**src/rtl/core/ess_pkg.sv**
```systemverilog
// ----------------------------------------------------------------------------
// ess_pkg
// Shared widths, codes and types of the engine start / stall controller.
// ----------------------------------------------------------------------------
`default_nettype none

package ess_pkg;

	// field widths
	localparam int REQ_W      = 2;
	localparam int SPD_W      = 16;
	localparam int RATIO_W    = 12;
	localparam int RATIO_FRAC = 8;
	localparam int MODE_W     = 2;
	localparam int TMO_W      = 8;
	localparam int ST_W       = 3;
	localparam int CD_W       = 15;
	localparam int STALL_W    = 8;

	// ratio (zero-extended) times a signed speed
	localparam int PROD_W     = RATIO_W + 1 + SPD_W;

	// stream and config port widths
	localparam int S_TDATA_W  = 40;
	localparam int S_TUSER_W  = REQ_W;
	localparam int M_TDATA_W  = 8;
	localparam int CFG_IDX_W  = 2;
	localparam int CFG_DATA_W = 12;

	// parameter defaults
	localparam int TICKS_PER_SECOND_DEF = 100;
	localparam int STALL_LIMIT_DEF      = 50;

	// detection thresholds
	localparam int DEV_LIMIT  = 500;
	localparam int SPEED_MIN  = 200;
	localparam int TRUNC_BIAS = (2 ** RATIO_FRAC) - 1;

	// request kinds
	localparam logic [REQ_W-1:0] REQ_TICK  = 2'd0;
	localparam logic [REQ_W-1:0] REQ_START = 2'd1;
	localparam logic [REQ_W-1:0] REQ_STOP  = 2'd2;

	// detection modes
	localparam logic [MODE_W-1:0] DET_PIN   = 2'd0;
	localparam logic [MODE_W-1:0] DET_SPEED = 2'd1;

	// register indexes
	localparam logic [CFG_IDX_W-1:0] CFG_DETECT_MODE = 2'd0;
	localparam logic [CFG_IDX_W-1:0] CFG_CRANK_TMO   = 2'd1;
	localparam logic [CFG_IDX_W-1:0] CFG_GEAR_RATIO  = 2'd2;

	// register reset values
	localparam logic [MODE_W-1:0]  DETECT_MODE_RST = 2'd0;
	localparam logic [TMO_W-1:0]   CRANK_TMO_RST   = 8'd10;
	localparam logic [RATIO_W-1:0] GEAR_RATIO_RST  = 12'd666;

	// load strobes for the detector stages
	typedef struct packed {
		logic load_s2;
		logic load_s3;
	} pipe_ctl_t;

endpackage

`default_nettype wire

```
**src/rtl/core/ess_cfg.sv**
```systemverilog
// ----------------------------------------------------------------------------
// ess_cfg
// Configuration register file: detect mode, crank timeout, gear ratio.
// ----------------------------------------------------------------------------
`default_nettype none

module ess_cfg (
	input  wire logic                               clk,
	input  wire logic                               arst_n,
	input  wire logic                               wr_en,
	input  wire logic [ess_pkg::CFG_IDX_W-1:0]      wr_index,
	input  wire logic [ess_pkg::CFG_DATA_W-1:0]     wr_data,
	output logic      [ess_pkg::MODE_W-1:0]         detect_mode,
	output logic      [ess_pkg::TMO_W-1:0]          crank_timeout_s,
	output logic      [ess_pkg::RATIO_W-1:0]        gear_ratio_q8
);

	logic [ess_pkg::MODE_W-1:0]  detect_mode_q;
	logic [ess_pkg::TMO_W-1:0]   crank_tmo_q;
	logic [ess_pkg::RATIO_W-1:0] gear_ratio_q;

	always_ff @(posedge clk or negedge arst_n) begin
		if (!arst_n) begin
			detect_mode_q <= ess_pkg::DETECT_MODE_RST;
			crank_tmo_q   <= ess_pkg::CRANK_TMO_RST;
			gear_ratio_q  <= ess_pkg::GEAR_RATIO_RST;
		end else if (wr_en) begin
			case (wr_index)
				ess_pkg::CFG_DETECT_MODE: detect_mode_q <= wr_data[ess_pkg::MODE_W-1:0];
				ess_pkg::CFG_CRANK_TMO:   crank_tmo_q   <= wr_data[ess_pkg::TMO_W-1:0];
				ess_pkg::CFG_GEAR_RATIO:  gear_ratio_q  <= wr_data[ess_pkg::RATIO_W-1:0];
				default: ;
			endcase
		end
	end

	assign detect_mode     = detect_mode_q;
	assign crank_timeout_s = crank_tmo_q;
	assign gear_ratio_q8   = gear_ratio_q;

endmodule

`default_nettype wire

```
**src/rtl/core/ess_detect.sv**
```systemverilog
// ----------------------------------------------------------------------------
// ess_detect
// Running detection: pin level, or speed deviation of motor one from
// minus ratio times motor two. Product registered, then compare.
// ----------------------------------------------------------------------------
`default_nettype none

module ess_detect (
	input  wire logic                                  clk,
	input  wire ess_pkg::pipe_ctl_t                    ctl,
	input  wire logic        [ess_pkg::MODE_W-1:0]     detect_mode,
	input  wire logic        [ess_pkg::RATIO_W-1:0]    gear_ratio_q8,
	input  wire logic signed [ess_pkg::SPD_W-1:0]      mg1_s1,
	input  wire logic signed [ess_pkg::SPD_W-1:0]      mg2_s1,
	input  wire logic                                  pin_s1,
	output logic                                       det_s3
);

	localparam int PW = ess_pkg::PROD_W;
	localparam int SW = ess_pkg::SPD_W;

	localparam logic signed [PW-1:0] EXP_MAX = PW'((2 ** (SW - 1)) - 1);
	localparam logic signed [PW-1:0] EXP_MIN = -PW'(2 ** (SW - 1));
	localparam logic signed [SW:0]   DEV_HI  = (SW + 1)'(ess_pkg::DEV_LIMIT);
	localparam logic signed [SW-1:0] SPD_HI  = SW'(ess_pkg::SPEED_MIN);

	logic signed [PW-1:0] ratio_sx;
	logic signed [PW-1:0] mg2_sx;
	logic signed [PW-1:0] prod_c;

	logic signed [PW-1:0] prod_s2;
	logic signed [SW-1:0] mg1_s2;
	logic                 fast_s2;
	logic                 pin_s2;

	logic signed [PW-1:0] prod_adj;
	logic signed [PW-1:0] quot;
	logic signed [PW-1:0] neg_quot;
	logic signed [SW-1:0] expected;
	logic signed [SW:0]   dev;
	logic                 speed_run;
	logic                 det_c;

	// stage 2: product and the motor-two magnitude check
	always_comb begin
		ratio_sx = {{(PW - ess_pkg::RATIO_W){1'b0}}, gear_ratio_q8};
		mg2_sx   = {{(PW - SW){mg2_s1[SW-1]}}, mg2_s1};
		prod_c   = ratio_sx * mg2_sx;
	end

	always_ff @(posedge clk) begin
		if (ctl.load_s2) begin
			prod_s2 <= prod_c;
			mg1_s2  <= mg1_s1;
			fast_s2 <= (mg2_s1 > SPD_HI) || (mg2_s1 < -SPD_HI);
			pin_s2  <= pin_s1;
		end
	end

	// stage 3: divide by 256 toward zero, negate, saturate, deviation
	always_comb begin
		prod_adj = prod_s2 + (prod_s2[PW-1] ? PW'(ess_pkg::TRUNC_BIAS) : PW'(0));
		quot     = prod_adj >>> ess_pkg::RATIO_FRAC;
		neg_quot = -quot;
		if (neg_quot > EXP_MAX)
			expected = EXP_MAX[SW-1:0];
		else if (neg_quot < EXP_MIN)
			expected = EXP_MIN[SW-1:0];
		else
			expected = neg_quot[SW-1:0];
		dev       = {mg1_s2[SW-1], mg1_s2} - {expected[SW-1], expected};
		speed_run = ((dev > DEV_HI) || (dev < -DEV_HI)) && fast_s2;
		case (detect_mode)
			ess_pkg::DET_PIN:   det_c = pin_s2;
			ess_pkg::DET_SPEED: det_c = speed_run;
			default:            det_c = 1'b0;
		endcase
	end

	always_ff @(posedge clk) begin
		if (ctl.load_s3) begin
			det_s3 <= det_c;
		end
	end

endmodule

`default_nettype wire

```
**src/rtl/core/ess_fsm.sv**
```systemverilog
// ----------------------------------------------------------------------------
// ess_fsm
// Start / stall state machine with crank countdown and stall debounce.
// Result fields are registered here when an item is taken.
// ----------------------------------------------------------------------------
`default_nettype none

module ess_fsm #(
	parameter int TICKS_PER_SECOND = ess_pkg::TICKS_PER_SECOND_DEF,
	parameter int STALL_LIMIT      = ess_pkg::STALL_LIMIT_DEF
) (
	input  wire logic                              clk,
	input  wire logic                              arst_n,
	input  wire logic                              fire,
	input  wire logic [ess_pkg::REQ_W-1:0]         req,
	input  wire logic                              det,
	input  wire logic [ess_pkg::TMO_W-1:0]         crank_timeout_s,
	output logic      [ess_pkg::ST_W-1:0]          published_status,
	output logic      [ess_pkg::ST_W-1:0]          new_state,
	output logic                                   start_out,
	output logic                                   engine_detected
);

	localparam int CW = ess_pkg::CD_W;
	localparam int KW = ess_pkg::STALL_W;

	typedef enum logic [ess_pkg::ST_W-1:0] {
		ST_OFF   = 3'd0,
		ST_CRANK = 3'd1,
		ST_RUN   = 3'd2,
		ST_STALL = 3'd3,
		ST_ERROR = 3'd4
	} state_t;

	state_t        state_q, state_d;
	logic [CW-1:0] crank_cd_q, crank_cd_d;
	logic [KW-1:0] stall_cnt_q, stall_cnt_d;
	logic          want_q, want_d;
	logic          starter_q, starter_d;
	logic          det_d;
	logic [CW-1:0] crank_load;
	logic [KW-1:0] stall_inc;

	always_comb begin
		crank_load = CW'({{(CW - ess_pkg::TMO_W){1'b0}}, crank_timeout_s} * CW'(TICKS_PER_SECOND));
		stall_inc  = (stall_cnt_q == {KW{1'b1}}) ? stall_cnt_q : stall_cnt_q + KW'(1);

		state_d     = state_q;
		crank_cd_d  = crank_cd_q;
		stall_cnt_d = stall_cnt_q;
		want_d      = want_q;
		starter_d   = starter_q;
		det_d       = 1'b0;

		case (req)
			ess_pkg::REQ_START: begin
				if (state_q == ST_OFF || state_q == ST_ERROR) begin
					want_d     = 1'b1;
					state_d    = ST_CRANK;
					crank_cd_d = crank_load;
					starter_d  = 1'b1;
				end
			end
			ess_pkg::REQ_STOP: begin
				want_d    = 1'b0;
				starter_d = 1'b0;
				if (state_q == ST_RUN || state_q == ST_CRANK)
					state_d = ST_OFF;
			end
			ess_pkg::REQ_TICK: begin
				det_d = det;
				case (state_q)
					ST_OFF: stall_cnt_d = '0;
					ST_CRANK: begin
						if (det) begin
							state_d    = ST_RUN;
							crank_cd_d = '0;
						end else if (crank_cd_q != '0) begin
							crank_cd_d = crank_cd_q - CW'(1);
						end else begin
							starter_d = 1'b0;
							state_d   = ST_ERROR;
						end
					end
					ST_RUN: begin
						if (!want_q) begin
							starter_d = 1'b0;
							state_d   = ST_OFF;
						end else if (!det) begin
							stall_cnt_d = stall_inc;
							// limit checked against the updated count
							if (stall_inc > KW'(STALL_LIMIT))
								state_d = ST_STALL;
						end else begin
							stall_cnt_d = '0;
						end
					end
					ST_STALL: begin
						starter_d = 1'b0;
						want_d    = 1'b0;
						state_d   = ST_ERROR;
					end
					default: starter_d = 1'b0;
				endcase
			end
			default: ;
		endcase
	end

	always_ff @(posedge clk or negedge arst_n) begin
		if (!arst_n) begin
			state_q          <= ST_OFF;
			crank_cd_q       <= '0;
			stall_cnt_q      <= '0;
			want_q           <= 1'b0;
			starter_q        <= 1'b0;
			published_status <= '0;
			new_state        <= '0;
			start_out        <= 1'b0;
			engine_detected  <= 1'b0;
		end else if (fire) begin
			state_q          <= state_d;
			crank_cd_q       <= crank_cd_d;
			stall_cnt_q      <= stall_cnt_d;
			want_q           <= want_d;
			starter_q        <= starter_d;
			published_status <= state_q;
			new_state        <= state_d;
			start_out        <= starter_d;
			engine_detected  <= det_d;
		end
	end

endmodule

`default_nettype wire

```
**src/rtl/core/engine_start_stall_controller.sv**
```systemverilog
// ----------------------------------------------------------------------------
// engine_start_stall_controller
// Supervises an engine start: start/stop requests and 10 ms ticks drive a
// five-state controller with crank timeout and stall debounce.
// ----------------------------------------------------------------------------
//  channel  direction  signals                        item
//  s_       in         s_tvalid s_tready s_tdata s_tuser  request or tick
//  m_       out        m_tvalid m_tready m_tdata      one result per item
//  cfg_     in         cfg_valid cfg_ready cfg_index cfg_data  register write
//
//  One item per cycle sustained unless m_tready stalls; an item passes the
//  input reg, product reg, detect reg, then result reg, which drives m_tvalid.
//  ess_fsm updates its state per taken item, so items may follow back to back.
//  Reset clears state and valids and loads the register defaults.
//  m_tready low stalls the result register; bubbles ahead still fill.
// ----------------------------------------------------------------------------
`default_nettype none

module engine_start_stall_controller #(
	parameter int TICKS_PER_SECOND = ess_pkg::TICKS_PER_SECOND_DEF,
	parameter int STALL_LIMIT      = ess_pkg::STALL_LIMIT_DEF
) (
	input  wire logic                              clk,
	input  wire logic                              arst_n,
	input  wire logic                              s_tvalid,
	output logic                                   s_tready,
	// [15:0] mg1_speed, [31:16] mg2_speed, [32] run_pin, [39:33] zero
	input  wire logic [ess_pkg::S_TDATA_W-1:0]     s_tdata,
	// [1:0] req_type
	input  wire logic [ess_pkg::S_TUSER_W-1:0]     s_tuser,
	output logic                                   m_tvalid,
	input  wire logic                              m_tready,
	// [2:0] published_status, [5:3] new_state, [6] start_out, [7] engine_detected
	output logic      [ess_pkg::M_TDATA_W-1:0]     m_tdata,
	input  wire logic                              cfg_valid,
	output logic                                   cfg_ready,
	input  wire logic [ess_pkg::CFG_IDX_W-1:0]     cfg_index,
	input  wire logic [ess_pkg::CFG_DATA_W-1:0]    cfg_data
);

	localparam int SW = ess_pkg::SPD_W;

	logic [ess_pkg::MODE_W-1:0]  detect_mode;
	logic [ess_pkg::TMO_W-1:0]   crank_timeout_s;
	logic [ess_pkg::RATIO_W-1:0] gear_ratio_q8;

	logic                          v_s1, v_s2, v_s3, out_v_q;
	logic [ess_pkg::REQ_W-1:0]     req_s1, req_s2, req_s3;
	logic signed [SW-1:0]          mg1_s1, mg2_s1;
	logic                          pin_s1;
	logic                          det_s3;

	logic                          out_rdy, rdy3, rdy2, rdy1;
	logic                          adv1, adv2, adv3, accept;
	ess_pkg::pipe_ctl_t            ctl;

	logic [ess_pkg::ST_W-1:0]      published_status, new_state;
	logic                          start_out, engine_detected;

	assign cfg_ready = 1'b1;

	ess_cfg u_cfg (
		.clk             (clk),
		.arst_n          (arst_n),
		.wr_en           (cfg_valid),
		.wr_index        (cfg_index),
		.wr_data         (cfg_data),
		.detect_mode     (detect_mode),
		.crank_timeout_s (crank_timeout_s),
		.gear_ratio_q8   (gear_ratio_q8)
	);

	// per-stage ready so bubbles close up under output backpressure
	always_comb begin
		out_rdy     = !out_v_q || m_tready;
		rdy3        = !v_s3 || out_rdy;
		rdy2        = !v_s2 || rdy3;
		rdy1        = !v_s1 || rdy2;
		adv3        = v_s3 && out_rdy;
		adv2        = v_s2 && rdy3;
		adv1        = v_s1 && rdy2;
		accept      = s_tvalid && rdy1;
		ctl.load_s2 = adv1;
		ctl.load_s3 = adv2;
	end

	assign s_tready = rdy1;

	always_ff @(posedge clk or negedge arst_n) begin
		if (!arst_n) begin
			v_s1    <= 1'b0;
			v_s2    <= 1'b0;
			v_s3    <= 1'b0;
			out_v_q <= 1'b0;
		end else begin
			if (accept)
				v_s1 <= 1'b1;
			else if (adv1)
				v_s1 <= 1'b0;
			if (adv1)
				v_s2 <= 1'b1;
			else if (adv2)
				v_s2 <= 1'b0;
			if (adv2)
				v_s3 <= 1'b1;
			else if (adv3)
				v_s3 <= 1'b0;
			if (adv3)
				out_v_q <= 1'b1;
			else if (m_tready)
				out_v_q <= 1'b0;
		end
	end

	always_ff @(posedge clk) begin
		if (accept) begin
			req_s1 <= s_tuser[ess_pkg::REQ_W-1:0];
			mg1_s1 <= s_tdata[SW-1:0];
			mg2_s1 <= s_tdata[2*SW-1:SW];
			pin_s1 <= s_tdata[2*SW];
		end
		if (adv1)
			req_s2 <= req_s1;
		if (adv2)
			req_s3 <= req_s2;
	end

	ess_detect u_detect (
		.clk           (clk),
		.ctl           (ctl),
		.detect_mode   (detect_mode),
		.gear_ratio_q8 (gear_ratio_q8),
		.mg1_s1        (mg1_s1),
		.mg2_s1        (mg2_s1),
		.pin_s1        (pin_s1),
		.det_s3        (det_s3)
	);

	ess_fsm #(
		.TICKS_PER_SECOND (TICKS_PER_SECOND),
		.STALL_LIMIT      (STALL_LIMIT)
	) u_fsm (
		.clk              (clk),
		.arst_n           (arst_n),
		.fire             (adv3),
		.req              (req_s3),
		.det              (det_s3),
		.crank_timeout_s  (crank_timeout_s),
		.published_status (published_status),
		.new_state        (new_state),
		.start_out        (start_out),
		.engine_detected  (engine_detected)
	);

	assign m_tvalid = out_v_q;
	assign m_tdata  = {engine_detected, start_out, new_state, published_status};

endmodule

`default_nettype wire
```
**config.mk**
```make
export PLATFORM = sky130hd
export DESIGN_NAME = engine_start_stall_controller
export DESIGN_NICKNAME = d
export VERILOG_FILES = /design/src/rtl/core/ess_pkg.sv /design/src/rtl/core/ess_cfg.sv /design/src/rtl/core/ess_detect.sv /design/src/rtl/core/ess_fsm.sv /design/src/rtl/core/engine_start_stall_controller.sv
export SDC_FILE = /design/constraint.sdc
export NUM_CORES = 1
export LEC_CHECK = 0
export BUFFER_PORTS_ARGS = -buffer_cell sky130_fd_sc_hd__buf_2
export CORE_ASPECT_RATIO = 1.4
export CORE_UTILIZATION = 50
export CTS_BUF_LIST = sky130_fd_sc_hd__clkbuf_4 sky130_fd_sc_hd__clkbuf_8
export DETAILED_ROUTE_END_ITERATION = 12
export GPL_TIMING_DRIVEN = 0
export PLACE_DENSITY = 0.66
export SLEW_MARGIN = 10
export SYNTH_ARGS = -nofsm -noshare
export SYNTH_HDL_FRONTEND = slang
export SYNTH_SLANG_ARGS = --single-unit
```
**constraint.sdc**
```tcl
create_clock -name clk -period 10.4 [get_ports clk]
set_clock_uncertainty 0.15 [all_clocks]
set_input_delay 0.52 -clock clk [delete_from_list [all_inputs] [get_ports clk]]
set_output_delay 0.52 -clock clk [all_outputs]
set_load 0.005 [all_outputs]
```
======== Word-level counts from Yosys, hierarchy flattened ========
Index checks and enable logic that the tools add are counted.
cells by class
  $lt $le $gt $ge ......................... 7
  muxes and demuxes ....................... 39
  reductions and logical operators ........ 37
  add/subtract/negate cells ............... 5
  $mul .................................... 2
  equality and inequality tests ........... 24
operators by type and width
  operator                                                                           count
  15-bit two-way mux                                                                 4
  16-bit two-way mux                                                                 2
  8-bit two-way mux                                                                  4
  15-bit one-hot mux with 2 select lines                                             1
  29-bit by 9-bit adder with 29-bit output                                           1
  29-bit by 16-bit greater-than comparator with 1-bit output, second input constant  1
  29-bit by 16-bit less-than comparator with 1-bit output, second input constant     1
  13-bit by 16-bit multiplier with 29-bit output                                     1
  21-bit negator with 29-bit output                                                  1
  3-bit two-way mux                                                                  7
  3-bit one-hot mux with 3 select lines                                              2
  17-bit by 10-bit greater-than comparator with 1-bit output, second input constant  1
  17-bit by 10-bit less-than comparator with 1-bit output, second input constant     1
  16-bit by 16-bit subtractor with 17-bit output                                     1
  16-bit by 9-bit greater-than comparator with 1-bit output, second input constant   1
  16-bit by 9-bit less-than comparator with 1-bit output, second input constant      1
  8-bit one-hot mux with 2 select lines                                              1
  15-bit nonzero test                                                                1
  15-bit by 1-bit subtractor with 15-bit output, second input constant               1
  1-bit two-way mux                                                                  14
  8-bit by 5-bit multiplier with 13-bit output, second input constant                1
  4-bit inequality test, second input constant                                       3
  2-bit nonzero test                                                                 6
  3-bit inequality test, second input constant                                       3
  25 further kinds                                                                   54
word-level totals
  output and inout port bits .............. 11
  input port bits ......................... 61
  flip-flop bits (word level) ............. 145
  word-level logic and storage cells ...... 139

======== Longest topological paths before layout ========
  depth in word-level cells ............... 11
  depth in mapped cells ................... 33
  depth with buffers taken out ............ 32

======== Cells and area by module ========
Synthesis repeated with hierarchy kept, for this count alone.
second synthesis, totals
  cells, all modules ...................... 1576
  area, all modules ....................... 15808.9 µm²
modules (own cells, without submodules)
  module                         times used  area each (µm²)  seq. area each (µm²)  cells an instance
  ess_detect                     1           10889.2          1441.4                1164
  ess_fsm                        1           2681.3           800.8                 305
  engine_start_stall_controller  1           1381.3           1271.2                59
  ess_cfg                        1           857.1            559.3                 48

======== Worst setup path after synthesis ========
OpenSTA, ideal clock, no wires.
  path type ............................... register -> register
  start point ............................. register u_detect.prod_s2[28]
  end point ............................... register u_detect.det_s3, data pin
  data arrival time ....................... 6.872 ns
  cell stages (with the launch flop) ...... 31
  setup time .............................. 0.257 ns
  required time ........................... 9.993 ns
  period minus slack after synthesis ...... 7.279 ns
  setup slack ............................. 3.121 ns
  buffers on the path ..................... 1
  path through ............................ edfxtp_1 -> ha_1 -> a211o_1 -> a211oi_4 -> o21a_1 -> nor2_1 -> xnor2_1 -> ha_1 -> nand2_1 -> inv_1 -> nand4_1 -> nand2_2 -> and4_4 -> mux2i_2 -> xnor2_1 -> o2111ai_1 -> maj3_2 -> buf_6 -> o21ai_1 -> ha_1 -> nor2b_1 -> o21a_1 -> o31a_1 -> o31ai_1 -> o21ai_0 -> a31o_2 -> a211o_1 -> a21oi_1 -> xor2_1 -> or4_1 -> a32o_1
on the way
  word-level cells in the longest chain between the ends .. 11
  elaborated cells between the ends (all ways) .. 13
  those cells by class .................... add/sub: 3; order compare: 4; mux: 4; reduce/logical: 2
RTL lines
  element                                                                                                                                       line              source
  start: declaration                                                                                                                            ess_detect.sv:31  logic signed [PW-1:0] prod_s2;
  start signal: assignment                                                                                                                      ess_detect.sv:53  prod_s2 <= prod_c;
  8-bit two-way mux                                                                                                                             ess_detect.sv:62  prod_adj = prod_s2 + (prod_s2[PW-1] ? PW'(ess_pkg::TRUNC_BIAS) : PW'(0));
  29-bit by 9-bit adder with 29-bit output *                                                                                                    ess_detect.sv:62
  21-bit negator with 29-bit output *                                                                                                           ess_detect.sv:64  neg_quot = -quot;
  29-bit by 16-bit less-than comparator with 1-bit output                                                                                       ess_detect.sv:67  else if (neg_quot < EXP_MIN)
  16-bit two-way mux                                                                                                                            ess_detect.sv:67
  16-bit two-way mux *                                                                                                                          ess_detect.sv:65  if (neg_quot > EXP_MAX)
  16-bit by 16-bit subtractor with 17-bit output *                                                                                              ess_detect.sv:71  dev = {mg1_s2[SW-1], mg1_s2} - {expected[SW-1], expected};
  17-bit by 10-bit greater-than comparator with 1-bit output / 17-bit by 10-bit less-than comparator with 1-bit output (equally long branches)  ess_detect.sv:72  speed_run = ((dev > DEV_HI) || (dev < -DEV_HI)) && fast_s2;
  1-bit logical OR *                                                                                                                            ess_detect.sv:72
  1-bit logical AND *                                                                                                                           ess_detect.sv:72
  1-bit one-hot mux with 2 select lines *                                                                                                       ess_detect.sv:73  case (detect_mode)
  via u_detect.det_c                                                                                                                            ess_detect.sv:42  logic det_c;
  end signal: assignment                                                                                                                        ess_detect.sv:82  det_s3 <= det_c;
  end: declaration                                                                                                                              ess_detect.sv:16  output logic det_s3
The timed path passes the listed nets; every way through them passes the cells marked *.
A chain may end at the register's enable or synchronous reset.

======== Worst setup path in the final report ========
Same ends and word-level chain as after synthesis.

==> results.py <==
metrics = {
    "global_route": {
        "grtUsageMet3_pct": 2.89,
        "grt_use_total_pct": 22.7,
        "antenna_found_initial": 0,
        "met2_usage_pct": 40.4,
        "gr-usage-met1_pct": 27.0,
        "grt_pass1_vias": 11500,
        "grt_max_degree": 59,
        "top_usage_layer": "met2",
        "overflow": 0,
        "grt_pass1_wl_mm": 55.7,
    },
    "timing": {
        "tightest_slew_ns": 0.741,
        "fin_ws_ns": 2.02,
        "max_freq_mhz": 119,
        "setup_viol": 0,
        "maxSlewHeadroom_pct": 50.6,
        "fin_setup_tns_ns": 0,
        "hold_violations": 0,
        "whs_ns": 0.0506,
        "rsz0062_at_grt": "no",
        "maxSlewViolCount": 0,
        "fin_crit_ns": 8.38,
        "finalCritPeriodShare_pct": 80.6,
    },
    "setup_path": {
        "cp_slowest_stage_delay_ns": 0.61,
        "critPathKind": "reg2reg",
        "required_ns": 10.49,
        "endpoint_kind": "register",
        "arrival_ns": 8.47,
        "slowest_stage": "edfxtp_1",
        "reg2reg_depth": 31,
        "worstPathMaxFanout": 10,
        "cp-start-kind": "register",
    },
    "logic_synthesis": {
        "synthFlopType": "edfxtp_1",
        "synthCells": 1537,
        "yosysUniqueCellTypes": 90,
        "syn_nets": 1903,
        "synth_seq_cells": 145,
        "synth_edf_count": 87,
        "synthArstFlopShare_pct": 40.0,
        "synth_area_sq_um": 15400,
        "ys_warn_count": 0,
        "avgSynthCellArea_sq_um": 10.0,
        "ys_top_cells_by_area": "fa_1, edfxtp_1, ha_1",
        "synth_top_area_share_pct": 23.7,
        "yosys.area.top_type": "fa_1",
        "seq_area_frac_synth_pct": 26.5,
    },
    "die": {
        "fp.dieW_microns": 150,
        "die_y_microns": 210,
        "rows": 75,
        "die_area_sq_um": 31500,
        "fp.coreArea_sq_um": 30100,
        "ios": 72,
        "start_util_pct": 51.1,
    },
    "routing": {
        "post_drt_via_cell_ratio": 5.46,
        "ant_nets": 0,
        "via_count": 11000,
        "detail_route.wl_per_cell_microns": 16.6,
        "firstDrtPassIters": 5,
        "routed_wirelength_mm": 33.5,
        "drc": 0,
        "drtIter0Drc": 509,
    },
    "run": {
        "max-cap-violations": 0,
    },
    "final_layout": {
        "finish.net_count": 1988,
        "nFillCells": 2695,
        "layout_common_cells": "inv_1, fa_1, nand2_1, ha_1, and2_1",
        "area_growth_pct": 8.37,
        "layoutNonFillerInstCount": 2020,
        "mostFrequentLayoutCell": "inv_1",
        "regArea_sq_um": 4070,
        "drive_gt1_share_pct": 10.3,
        "multi_input_area_sq_um": 10200,
        "n_antenna_cell": 0,
    },
    "clock_network": {
        "clock_latency_ns": 0.48,
        "cts_made_buffers": 17,
        "clock_sinks": 145,
        "cts_tree": "yes",
        "post_cts_buffers": 0,
        "cts_max_path_buffers": 2,
        "clockRootBuffer": "clkbuf_8",
        "clk_pin_slew_ns": 0.10,
        "cts_resized": 0,
        "htree_levels": 4,
    },
    "placement": {
        "portBuffers": 63,
        "hpwl_mm": 27.3,
        "numPlacedInstances": 1987,
        "place.gp.congestion": 0.898,
        "pre_cts_ws_ns": 2.05,
    },
    "worst_hold_path": {
        "whs_path_depth": 1,
        "holdCritPathClass": "in2reg",
    },
    "status": {
        "status": "complete, no violations",
    },
}
==> cells in the mapped netlist, drive strengths merged, types with 3 or more instances <==
library cell / instances
edfxtp: 87
or3: 8
a31oi: 12
o21a: 11
a31o: 6
o41ai: 3
a22oi: 9
o21bai: 5
and2: 112
nor4b: 4
xnor2: 43
dfstp: 7
nand4: 17
a21o: 20
nand2: 140
mux2i: 8
and3: 4
o21ai: 64
a21boi: 4
o22a: 5
xor2: 27
buf: 7
nor2: 70
o31a: 4
mux2: 26
a21oi: 33
a211oi: 6
nor4: 7
inv: 232
o31ai: 7
a32o: 3
a32oi: 5
o221ai: 3
nor2b: 10
a2111oi: 3
nand3: 19
dfrtp: 51
or2: 6
clkbuf: 53
a311oi: 7
and4: 6
nor3: 30
fa: 182
nand2b: 14
ha: 123
==> final timing paths <==
kind,from,to,slack [ns]
worst min-delay path,s_tdata[16],mg2_s1[0]$_DFFE_PP_,0.05
worst min register to register,req_s2[1]$_DFFE_PP_,req_s3[1]$_DFFE_PP_,0.28
max in group asynchronous,arst_n,u_cfg.gear_ratio_q8[5]$_DFFE_PN0P_,9.12
min in group asynchronous,arst_n,u_fsm.published_status[0]$_DFFE_PN0P_,0.48
worst max register to register,u_detect.prod_s2[28]$_DFFE_PP_,u_detect.det_s3$_DFFE_PP_,2.02
worst max-delay path,u_detect.prod_s2[28]$_DFFE_PP_,u_detect.det_s3$_DFFE_PP_,2.02
==> flip-flops by register name, summed over array words and instances, names as in the netlist, 2 cells and up <==
| signal | flops |
|---|---|
| u_fsm.new_state | 3 |
| u_cfg.detect_mode | 2 |
| u_cfg.gear_ratio_q8 | 12 |
| u_detect.mg1_s2 | 16 |
| mg1_s1 | 16 |
| req_s2 | 2 |
| u_cfg.crank_timeout_s | 8 |
| u_detect.prod_s2 | 29 |
| mg2_s1 | 16 |
| req_s3 | 2 |
| u_fsm.published_status | 3 |
| req_s1 | 2 |
| u_fsm.crank_cd_q | 15 |
| u_fsm.stall_cnt_q | 8 |
==> per-layer routing <==
metal | part of all wire, % | wire (microns) | vias to the layer above
met3 | 2.7 | 898 | 61
met4 | 3.4 | 1140 | 0
li1 | - | - | 5296
met2 | 52 | 17400 | 205
met1 | 42 | 14000 | 5460
met5 | 0 | 0 | -
==> cells by family (layout without fill, tap and decap cells) <==
family                     Yosys count  count (layout)  share of synthesized area (%)
and+or+nand+nor                    458             458                           15.4
AOI/OAI and AO/OA                  231             231                           10.6
other                                1               1                         0.0244
adders and majority gates          306             306                           33.7
xor gates and xnor gates            70              70                           3.98
DFF                                145             145                           26.5
buffers and inverters              292             390                           7.30
muxes                               34              34                           2.47
==> final cells by class <==
cell class                 instances  share of cell area (%)
multi-input combinational       1100                    61.1
sequential                       145                    24.4
inverter                         232                    5.22
tap                              385                    2.89
timing repair buffer              66                    2.25
buffer                            60                    1.52
clock buffer                      17                    1.40
clock inverter                    15                    1.17
==> critical path, delay by kind of cell, from the launching register on <==
family	cells	cell delay, ns
compound gates	16	4.02
simple gates	6	1.34
fa+ha+maj	4	1.24
flops	1	0.61
xor+xnor	2	0.38
buf+inv	3	0.37
==> stage by stage <==
step | cell area [sq um] | util, %
floorplan | 15400 | -
global placement | 16200 | 53.7
detailed placement | 16200 | 53.9
CTS | 16700 | 55.4
global route | 16700 | 55.4
finish | 16700 | 55.4
==> repair_timing <==
action                     CTS  global route
hold buffers                 1             0
setup endpoints to repair    0             0
hold endpoints to repair    51             0
Power is not shown: default switching activity piles up to over one toggle a cycle in this logic, so the estimate is an artifact.
